[src/tdc_pkg.sv]
// ----------------------------------------------------------------------------
// tdc_pkg
// Types, codes and time arithmetic shared by the time-of-day counter.
// ----------------------------------------------------------------------------
`default_nettype none

package tdc_pkg;

    localparam int HOURS_PER_DAY = 24;
    localparam int MIN_PER_HOUR  = 60;
    localparam int SEC_PER_MIN   = 60;
    localparam int SEC_PER_HOUR  = 3600;
    localparam int MIN_PER_DAY   = 1440;
    localparam int SEC_PER_DAY   = 86400;
    localparam int MAX_HOUR      = 23;
    localparam int MAX_MINUTE    = 59;
    localparam int MAX_SECOND    = 59;
    localparam int NOON          = 12;

    // Request codes.
    localparam logic [2:0] REQ_SET     = 3'd0;
    localparam logic [2:0] REQ_ADD_HR  = 3'd1;
    localparam logic [2:0] REQ_SUB_HR  = 3'd2;
    localparam logic [2:0] REQ_ADD_MIN = 3'd3;
    localparam logic [2:0] REQ_SUB_MIN = 3'd4;
    localparam logic [2:0] REQ_ADD_SEC = 3'd5;
    localparam logic [2:0] REQ_SUB_SEC = 3'd6;
    localparam logic [2:0] REQ_READ    = 3'd7;

    // Set formats.
    localparam logic [1:0] FMT_24  = 2'd0;
    localparam logic [1:0] FMT_AM  = 2'd1;
    localparam logic [1:0] FMT_PM  = 2'd2;
    localparam logic [1:0] FMT_BAD = 2'd3;

    // Unit that an amount counts in.
    localparam logic [1:0] UNIT_NONE = 2'd0;
    localparam logic [1:0] UNIT_HR   = 2'd1;
    localparam logic [1:0] UNIT_MIN  = 2'd2;
    localparam logic [1:0] UNIT_SEC  = 2'd3;

    typedef struct packed {
        logic [4:0] hh;
        logic [5:0] mm;
        logic [5:0] ss;
    } t_hms;

    typedef struct packed {
        logic [2:0] op;
        t_hms       set_time;
        logic       set_bad;
        logic       set_twelve;
    } t_req;

    // Sum of two times of day, wrapping over midnight.
    function automatic t_hms hms_add(input t_hms a, input t_hms b);
        logic [6:0] s_sum;
        logic [6:0] m_sum;
        logic [5:0] h_sum;
        logic       c_s;
        logic       c_m;
        t_hms       res;
        s_sum = {1'b0, a.ss} + {1'b0, b.ss};
        c_s   = (s_sum >= 7'(SEC_PER_MIN));
        if (c_s) begin
            s_sum = s_sum - 7'(SEC_PER_MIN);
        end
        m_sum = {1'b0, a.mm} + {1'b0, b.mm} + {6'd0, c_s};
        c_m   = (m_sum >= 7'(MIN_PER_HOUR));
        if (c_m) begin
            m_sum = m_sum - 7'(MIN_PER_HOUR);
        end
        h_sum = {1'b0, a.hh} + {1'b0, b.hh} + {5'd0, c_m};
        if (h_sum >= 6'(HOURS_PER_DAY)) begin
            h_sum = h_sum - 6'(HOURS_PER_DAY);
        end
        res.ss = s_sum[5:0];
        res.mm = m_sum[5:0];
        res.hh = h_sum[4:0];
        return res;
    endfunction

    // Difference a - b of two times of day, wrapping back over midnight.
    function automatic t_hms hms_sub(input t_hms a, input t_hms b);
        logic [6:0] s_dif;
        logic [6:0] m_dif;
        logic [5:0] h_dif;
        logic       b_s;
        logic       b_m;
        t_hms       res;
        s_dif = {1'b0, a.ss} - {1'b0, b.ss};
        b_s   = s_dif[6];
        if (b_s) begin
            s_dif = s_dif + 7'(SEC_PER_MIN);
        end
        m_dif = {1'b0, a.mm} - {1'b0, b.mm} - {6'd0, b_s};
        b_m   = m_dif[6];
        if (b_m) begin
            m_dif = m_dif + 7'(MIN_PER_HOUR);
        end
        h_dif = {1'b0, a.hh} - {1'b0, b.hh} - {5'd0, b_m};
        if (h_dif[5]) begin
            h_dif = h_dif + 6'(HOURS_PER_DAY);
        end
        res.ss = s_dif[5:0];
        res.mm = m_dif[5:0];
        res.hh = h_dif[4:0];
        return res;
    endfunction

    // Weight of amount bit k in the given unit, reduced over one day.
    // Only called with constant arguments. One is already below every
    // period, so the doubling starts from it; the split into digits is done
    // by repeated subtraction.
    function automatic t_hms hms_pow2(input int k, input logic [1:0] unit);
        int   r;
        int   period;
        int   q;
        t_hms res;
        r   = 1;
        q   = 0;
        res = '0;
        case (unit)
            UNIT_HR:  period = HOURS_PER_DAY;
            UNIT_MIN: period = MIN_PER_DAY;
            default:  period = SEC_PER_DAY;
        endcase
        for (int n = 0; n < k; n++) begin
            r = r * 2;
            if (r >= period) begin
                r = r - period;
            end
        end
        case (unit)
            UNIT_HR: begin
                res.hh = 5'(r);
            end
            UNIT_MIN: begin
                while (r >= MIN_PER_HOUR) begin
                    r = r - MIN_PER_HOUR;
                    q = q + 1;
                end
                res.hh = 5'(q);
                res.mm = 6'(r);
            end
            default: begin
                while (r >= SEC_PER_HOUR) begin
                    r = r - SEC_PER_HOUR;
                    q = q + 1;
                end
                res.hh = 5'(q);
                q      = 0;
                while (r >= SEC_PER_MIN) begin
                    r = r - SEC_PER_MIN;
                    q = q + 1;
                end
                res.mm = 6'(q);
                res.ss = 6'(r);
            end
        endcase
        return res;
    endfunction

endpackage

`default_nettype wire

[src/tdc_amount_tree.sv]
// ----------------------------------------------------------------------------
// tdc_amount_tree
// Registers a request and reduces its amount to a time-of-day offset
// through a pipelined binary adder tree, one tree level per stage.
// ----------------------------------------------------------------------------
`default_nettype none

module tdc_amount_tree
    import tdc_pkg::*;
#(
    parameter int AMOUNT_WIDTH = 16
) (
    input  wire logic                    i_clk,
    input  wire logic                    i_rst_n,
    input  wire logic                    i_valid,
    output logic                         o_ready,
    input  wire logic [2:0]              i_req_type,
    input  wire logic [AMOUNT_WIDTH-1:0] i_amount,
    input  wire logic [4:0]              i_set_hour,
    input  wire logic [5:0]              i_set_minute,
    input  wire logic [5:0]              i_set_second,
    input  wire logic [1:0]              i_set_format,
    output logic                         o_valid,
    input  wire logic                    i_ready,
    output t_req                         o_req,
    output t_hms                         o_delta
);

    localparam int LEVELS = (AMOUNT_WIDTH > 1) ? $clog2(AMOUNT_WIDTH) : 0;
    localparam int NLEAF  = 1 << LEVELS;
    localparam int NNODE  = 2 * NLEAF;

    // Tree nodes in heap order: node 1 is the root, leaves start at NLEAF.
    t_hms [NNODE-1:1]  r_node;
    t_hms [NNODE-1:1]  n_node;
    t_req [LEVELS:0]   r_req;
    t_req [LEVELS:0]   n_req;
    logic [LEVELS:0]   r_vld;
    logic [LEVELS:0]   n_vld;
    logic [LEVELS+1:0] w_rdy;
    logic [LEVELS:0]   w_ld;
    t_hms [NLEAF-1:0]  w_leaf;
    logic [1:0]        w_unit;
    t_req              w_in_req;

    always_comb begin
        case (i_req_type) inside
            REQ_ADD_HR, REQ_SUB_HR:   w_unit = UNIT_HR;
            REQ_ADD_MIN, REQ_SUB_MIN: w_unit = UNIT_MIN;
            REQ_ADD_SEC, REQ_SUB_SEC: w_unit = UNIT_SEC;
            default:                  w_unit = UNIT_NONE;
        endcase
    end

    // Set requests are checked and converted to 24-hour form on entry.
    always_comb begin
        w_in_req.op          = i_req_type;
        w_in_req.set_bad     = (i_set_format == FMT_BAD)
                            || (i_set_hour > 5'(MAX_HOUR))
                            || (i_set_minute > 6'(MAX_MINUTE))
                            || (i_set_second > 6'(MAX_SECOND))
                            || ((i_set_format == FMT_AM) && (i_set_hour > 5'(NOON)));
        w_in_req.set_twelve  = (i_set_format != FMT_24);
        w_in_req.set_time.mm = i_set_minute;
        w_in_req.set_time.ss = i_set_second;
        if ((i_set_format == FMT_PM) && (i_set_hour < 5'(NOON))) begin
            w_in_req.set_time.hh = i_set_hour + 5'(NOON);
        end else begin
            w_in_req.set_time.hh = i_set_hour;
        end
    end

    // Each stage loads when it is empty or its successor moves on.
    always_comb begin
        w_rdy[LEVELS+1] = i_ready;
        for (int s = LEVELS; s >= 0; s--) begin
            w_rdy[s] = !r_vld[s] || w_rdy[s+1];
        end
        w_ld[0]  = w_rdy[0] && i_valid;
        n_vld[0] = w_rdy[0] ? i_valid : r_vld[0];
        n_req[0] = w_ld[0] ? w_in_req : r_req[0];
        for (int s = 1; s <= LEVELS; s++) begin
            w_ld[s]  = w_rdy[s] && r_vld[s-1];
            n_vld[s] = w_rdy[s] ? r_vld[s-1] : r_vld[s];
            n_req[s] = w_ld[s] ? r_req[s-1] : r_req[s];
        end
    end

    for (genvar i = 0; i < NLEAF; i++) begin : g_leaf
        if (i < AMOUNT_WIDTH) begin : g_bit
            localparam t_hms K_HR  = hms_pow2(i, UNIT_HR);
            localparam t_hms K_MIN = hms_pow2(i, UNIT_MIN);
            localparam t_hms K_SEC = hms_pow2(i, UNIT_SEC);
            always_comb begin
                if (!i_amount[i]) begin
                    w_leaf[i] = '0;
                end else begin
                    case (w_unit)
                        UNIT_HR:  w_leaf[i] = K_HR;
                        UNIT_MIN: w_leaf[i] = K_MIN;
                        UNIT_SEC: w_leaf[i] = K_SEC;
                        default:  w_leaf[i] = '0;
                    endcase
                end
            end
        end else begin : g_pad
            assign w_leaf[i] = '0;
        end
        assign n_node[NLEAF+i] = w_ld[0] ? w_leaf[i] : r_node[NLEAF+i];
    end

    for (genvar j = 1; j < NLEAF; j++) begin : g_node
        localparam int STG = LEVELS - ($clog2(j + 1) - 1);
        assign n_node[j] = w_ld[STG] ? hms_add(r_node[2*j], r_node[2*j+1]) : r_node[j];
    end

    always_ff @(posedge i_clk) begin
        if (!i_rst_n) begin
            r_vld <= '0;
        end else begin
            r_vld <= n_vld;
        end
    end

    always_ff @(posedge i_clk) begin
        r_node <= n_node;
        r_req  <= n_req;
    end

    assign o_ready = w_rdy[0];
    assign o_valid = r_vld[LEVELS];
    assign o_req   = r_req[LEVELS];
    assign o_delta = r_node[1];

endmodule

`default_nettype wire

[src/tdc_clock_core.sv]
// ----------------------------------------------------------------------------
// tdc_clock_core
// Holds the time of day and mode flags, applies one request per cycle unless
// the result stalls, and presents the new time as the registered result.
// ----------------------------------------------------------------------------
`default_nettype none

module tdc_clock_core
    import tdc_pkg::*;
(
    input  wire logic i_clk,
    input  wire logic i_rst_n,
    input  wire logic i_valid,
    output logic      o_ready,
    input  wire t_req i_req,
    input  wire t_hms i_delta,
    output logic      o_valid,
    input  wire logic i_stall,
    output logic [4:0] o_hour_24,
    output logic [4:0] o_hour_display,
    output logic [5:0] o_minute_now,
    output logic [5:0] o_second_now,
    output logic      o_is_pm,
    output logic      o_twelve_hour,
    output logic      o_error
);

    t_hms r_time;
    t_hms n_time;
    logic r_twelve;
    logic n_twelve;
    logic r_error;
    logic n_error;
    logic r_out_vld;
    logic w_take;

    assign o_ready = !r_out_vld || !i_stall;
    assign w_take  = o_ready && i_valid;

    always_comb begin
        n_time   = r_time;
        n_twelve = r_twelve;
        n_error  = r_error;
        case (i_req.op) inside
            REQ_SET: begin
                if (i_req.set_bad) begin
                    n_time  = '0;
                    n_error = 1'b1;
                end else begin
                    n_time   = i_req.set_time;
                    n_twelve = i_req.set_twelve;
                    n_error  = 1'b0;
                end
            end
            REQ_ADD_HR, REQ_ADD_MIN, REQ_ADD_SEC: n_time = hms_add(r_time, i_delta);
            REQ_SUB_HR, REQ_SUB_MIN, REQ_SUB_SEC: n_time = hms_sub(r_time, i_delta);
            default: ;
        endcase
    end

    always_ff @(posedge i_clk) begin
        if (!i_rst_n) begin
            r_time    <= '0;
            r_twelve  <= 1'b0;
            r_error   <= 1'b0;
            r_out_vld <= 1'b0;
        end else begin
            if (o_ready) begin
                r_out_vld <= i_valid;
            end
            if (w_take) begin
                r_time   <= n_time;
                r_twelve <= n_twelve;
                r_error  <= n_error;
            end
        end
    end

    assign o_valid        = r_out_vld;
    assign o_hour_24      = r_time.hh;
    assign o_hour_display = (r_twelve && (r_time.hh > 5'(NOON))) ? r_time.hh - 5'(NOON)
                                                                 : r_time.hh;
    assign o_minute_now   = r_time.mm;
    assign o_second_now   = r_time.ss;
    assign o_is_pm        = (r_time.hh >= 5'(NOON));
    assign o_twelve_hour  = r_twelve;
    assign o_error        = r_error;

endmodule

`default_nettype wire

[src/time_of_day_counter.sv]
// ----------------------------------------------------------------------------
// time_of_day_counter
// Pipeline: a request passes the request register, the adder-tree level
// registers and the result register in the clock core.
// Throughput: one request per cycle unless the result side stalls; the
// clock core updates its hours/minutes/seconds register once per request.
// Reset: synchronous, active low; clears the time to 00:00:00, selects
// 24-hour mode, clears the error flag and empties the pipeline.
// ----------------------------------------------------------------------------
`default_nettype none

// The block keeps a time of day as hours, minutes and seconds. Each request
// (set, add or subtract in some unit, or read) yields exactly one result
// transaction carrying the time after the request.
//
// The amount of an add or subtract request does not depend on the current
// time, so it is reduced ahead of time: every amount bit selects a constant
// offset (its weight in the request's unit, taken modulo one day) and a
// pipelined adder tree sums these offsets into one hh:mm:ss offset. The clock
// core then only adds or subtracts that offset with a short carry chain of
// mod-60, mod-60 and mod-24 digits, which is what lets one request retire per
// cycle while the result side does not stall.
//
// Each pipeline stage takes a new transaction whenever it is empty or its
// successor moves on, so bubbles are filled and requests keep flowing into
// free stages while a finished result waits in the output register.
module time_of_day_counter
    import tdc_pkg::*;
#(
    parameter int AMOUNT_WIDTH = 16
) (
    input  wire logic                    i_clk,
    input  wire logic                    i_rst_n,
    // Request channel.
    input  wire logic                    i_valid,
    output logic                         o_stall,
    input  wire logic [2:0]              i_req_type,
    input  wire logic [AMOUNT_WIDTH-1:0] i_amount,
    input  wire logic [4:0]              i_set_hour,
    input  wire logic [5:0]              i_set_minute,
    input  wire logic [5:0]              i_set_second,
    input  wire logic [1:0]              i_set_format,
    // Result channel.
    output logic                         o_valid,
    input  wire logic                    i_stall,
    output logic [4:0]                   o_hour_24,
    output logic [4:0]                   o_hour_display,
    output logic [5:0]                   o_minute_now,
    output logic [5:0]                   o_second_now,
    output logic                         o_is_pm,
    output logic                         o_twelve_hour,
    output logic                         o_error
);

    logic tree_ready;
    logic tree_valid;
    logic core_ready;
    t_req tree_req;
    t_hms tree_delta;

    // Request register plus amount reduction tree.
    tdc_amount_tree #(
        .AMOUNT_WIDTH (AMOUNT_WIDTH)
    ) u_tree (
        .i_clk        (i_clk),
        .i_rst_n      (i_rst_n),
        .i_valid      (i_valid),
        .o_ready      (tree_ready),
        .i_req_type   (i_req_type),
        .i_amount     (i_amount),
        .i_set_hour   (i_set_hour),
        .i_set_minute (i_set_minute),
        .i_set_second (i_set_second),
        .i_set_format (i_set_format),
        .o_valid      (tree_valid),
        .i_ready      (core_ready),
        .o_req        (tree_req),
        .o_delta      (tree_delta)
    );

    // Time register, mode flags and result register.
    tdc_clock_core u_core (
        .i_clk          (i_clk),
        .i_rst_n        (i_rst_n),
        .i_valid        (tree_valid),
        .o_ready        (core_ready),
        .i_req          (tree_req),
        .i_delta        (tree_delta),
        .o_valid        (o_valid),
        .i_stall        (i_stall),
        .o_hour_24      (o_hour_24),
        .o_hour_display (o_hour_display),
        .o_minute_now   (o_minute_now),
        .o_second_now   (o_second_now),
        .o_is_pm        (o_is_pm),
        .o_twelve_hour  (o_twelve_hour),
        .o_error        (o_error)
    );

    // The request side is held off only when every stage is occupied and
    // the result register cannot drain.
    assign o_stall = !tree_ready;

endmodule

`default_nettype wire

[config.mk]
export PLATFORM = sky130hd
export DESIGN_NAME = time_of_day_counter
export DESIGN_NICKNAME = d
export VERILOG_FILES = /design/src/tdc_pkg.sv /design/src/tdc_amount_tree.sv /design/src/tdc_clock_core.sv /design/src/time_of_day_counter.sv
export SDC_FILE = /design/constraint.sdc
export NUM_CORES = 1
export LEC_CHECK = 0
export BUFFER_PORTS_ARGS = -buffer_cell sky130_fd_sc_hd__buf_4
export CORE_UTILIZATION = 62
export DETAILED_ROUTE_END_ITERATION = 8
export GPL_TIMING_DRIVEN = 1
export PLACE_DENSITY = 0.87
export SLEW_MARGIN = 20
export SYNTH_ARGS = -nofsm -noshare
export SYNTH_HDL_FRONTEND = slang
export SYNTH_SLANG_ARGS = --single-unit
[constraint.sdc]
create_clock -name i_clk -period 9.3 [get_ports i_clk]
set_clock_uncertainty 0.15 [all_clocks]
set_input_delay 0.465 -clock i_clk [delete_from_list [all_inputs] [get_ports i_clk]]
set_output_delay 0.465 -clock i_clk [all_outputs]
set_load 0.005 [all_outputs]
==> metrics.txt <==
Gate Count Post-Synth=1381; vias in the first global route=11300; syn_nets=1590; io pins=69; Hold WC Path Type=in2reg; Slew headroom=32.8%; Startpoint Class=flip-flop; P&R area growth vs syn=12.5%; Critical R2R Launch=u_tree.r_node[36]$_DFFE_PP_; wire length per cell=19.8 µm; Seq/Total Area, Yosys=57.2%; fmax=158 MHz; HP Start=i_stall; PostCTS Resize Cnt=0; VDD IR max=162 µV; Cell variety after synth=82; Critical path buffers and inverters=9; Routability Congestion=0.895; Max-cap violations=0; final hold violation count=0; largest net degree at the start of global routing=79; clk slew on worst S/H paths=0.07 ns; flip-flop and latch count after synthesis=349; most instantiated cells after synthesis=324 x edfxtp_1, 136 x ha_1, 98 x inv_1; starting density of the core=63.7%; fin crit period=6.32 ns; RSZ-0062 raised after global routing=no; leakage power=0.00792 µW; synth warn=0; Setup-failing EPs final=0; Core Rows=61; Int Pwr=2720 µW; synthesized area per cell=13.0 µm²; combinational share of power=10.5%; Switching Fraction=23.4%; crit end category=flip-flop; Clock Path Buffers=3; cell with the most instances after synthesis=edfxtp_1; grt ovf=0; setup slack, reg-to-reg=2.98 ns; Synth top area share=54.4%; post-DP HPWL=24600 µm; Pre-antenna DRT Iters=5; hold endpoint=u_core.o_valid$_SDFFE_PN0P_; Syn Std Cell Area=17900 µm²; layout cells sized above 1=10.6%; initial antenna violation count=0; TritonCTS clock tree=built; Worst Reg-to-Reg Cells=28; Tot GR Track Use=25.8%; R2R Path End=u_tree.o_delta[15]$_DFFE_PP_; Worst-Margin Slew=1.01 ns; setup TNS=0 ns; largest stage delay on the critical path=0.53 ns; Area contributors post-synth=edfxtp_1 54%, ha_1 9.5%, xnor2_1 3.5%, fa_1 3.5%, dfxtp_1 2.8%; CP delay by family, top=adder cells; dpl ws=3.05 ns; area leader, netlist=edfxtp_1; pwr/cell area=177 nW/µm²; H-tree levels=2; clock share of power=38.1%; latest clock arrival within the worst-skew pair=0.52 ns; Post-synth EDFFs=324; DIE AREA=29500 µm²; Die Y=172 µm; fin nets=1690; Num CTS Buffers=35; via count=11300; n_diodes=0; Antenna Nets Post-Route=0; wire length of the first global-routing pass=58600 µm; crit path max fanout=5; core area=28100 µm²; critical path arrival=6.43 ns; Psw=831 µW; Tcrit/Tclk final=67.9%; Hold Path Depth=3; slack of the critical path=2.98 ns; Min Hold Slack=0.0786 ns; sequential fraction of design power=51.3%; Routed WL=37400 µm; Required @ worst endpoint=9.41 ns; DR vias/cell=6.02; status=complete, no violations; Initial DRC Count=930; Main synth FF type=edfxtp_1; PortBufs=68; Slew Viols, Final=0; CTS root buf=clkbuf_16; Die W=172 µm; Fillers=1776; Async S/R FF share, synth=0%; most frequent CP cell=inv_1; Clock Sinks=349; WS Path Type=reg2reg; Critical-path top delay cell=a221oi_2; DRC Markers=0
==> per-layer routing <==
metal  vias up  track usage [%]  wire length, µm
met5         -                0                0
met4         0             8.31             1140
met3        89             2.95             1890
met2       412             47.4            19600
met1      5560             31.6            14800
li1       5284                -                -
==> power groups by stage <==
stage                     combinational [µW]  clock [µW]  sequential (µW)
after detailed placement                 355           0             1850
after global placement                   334           0             1850
final                                    375        1350             1820
after global routing                     412        1420             1830
after floorplan                          257           0             1850
after CTS                                367        1360             1820
==> placed cells by master, fill, tap and decap left out, types with 23 or more instances in the layout <==
master and count:
a21o_1 34, a21oi_1 81, and2_1 49, buf_4 73, clkbuf_16 36, dfxtp_1 25, edfxtp_1 324, fa_1 31
ha_1 136, inv_1 98, nand2_1 55, nand3_1 23, nor2_1 55, nor2b_1 40, o21ai_0 40, xnor2_1 72
xor2_1 24
==> cell families (layout without fill, tap and decap cells) <==
group	Yosys count	count (layout)	share of synthesized area, %
multiplexers	25	25	1.49
adder cells (fa/ha/maj)	167	167	13.0
AO/OA/AOI/OAI	282	282	10.5
buffers and inverters	130	256	2.87
AND/OR/NAND/NOR	330	330	10.1
XOR/XNOR	98	98	4.88
flip-flops	349	349	57.2
==> metrics by stage <==
step | power, µW | cells | area [µm²] | util, %
floorplan | 2110 | 1381 | 17900 | -
global placement | 2180 | 1803 | 18800 | 67.0
detailed placement | 2210 | 1803 | 18800 | 67.0
CTS | 3550 | 1883 | 20100 | 71.5
global route | 3660 | 1885 | 20100 | 71.6
finish | 3550 | 1885 | 20100 | 71.6
==> registers in the layout, indices dropped and copies added (netlist names) <==
signal	cells
u_core.o_valid	1
u_tree.r_node	197
u_core.o_minute_now	6
u_tree.o_delta	17
u_core.o_second_now	6
u_tree.o_req	22
u_core.o_hour_24	5
u_tree.r_vld	5
u_tree.r_req	88
u_core.o_error	1
u_core.o_twelve_hour	1
==> worst max-delay path by stage <==
stage / endpoint / slack [ns] / from / cells after the start
after floorplan: u_tree.r_node[119]$_DFFE_PP_ / 1.34 / i_stall / 3
after global placement: u_core.o_hour_24[3]$_SDFFE_PN0P_ / 3.18 / u_tree.o_delta[2]$_DFFE_PP_ / 27
after detailed placement: u_core.o_hour_24[3]$_SDFFE_PN0P_ / 3.05 / u_tree.o_delta[2]$_DFFE_PP_ / 27
after CTS: u_core.o_hour_24[3]$_SDFFE_PN0P_ / 3.03 / u_tree.o_delta[2]$_DFFE_PP_ / 27
after global routing: u_core.o_hour_24[3]$_SDFFE_PN0P_ / 2.55 / u_tree.o_delta[2]$_DFFE_PP_ / 27
final: u_tree.o_delta[15]$_DFFE_PP_ / 2.98 / u_tree.r_node[36]$_DFFE_PP_ / 28
==> worst min-delay path, stage by stage <==
cell and delay (ns):
buf_4 0.09, a21oi_1 0.06, nor2b_1 0.09
==> layout make-up <==
cell class	instances	area, µm²	share of cell area [%]
clock buffers	42	923	4.59
well taps	378	473	2.35
clock inverters	21	163	0.808
flip-flops and latches	349	10200	50.8
repair buffers	92	756	3.76
inverters	101	379	1.88
multi-input cells	902	7200	35.8
==> what timing repair did <==
| action | CTS | global route |
|---|---|---|
| hold endpoints to repair | 17 | 1 |
| setup buffers | 0 | 0 |
| hold buffers | 17 | 1 |
Power figures use the tool's default switching activity.
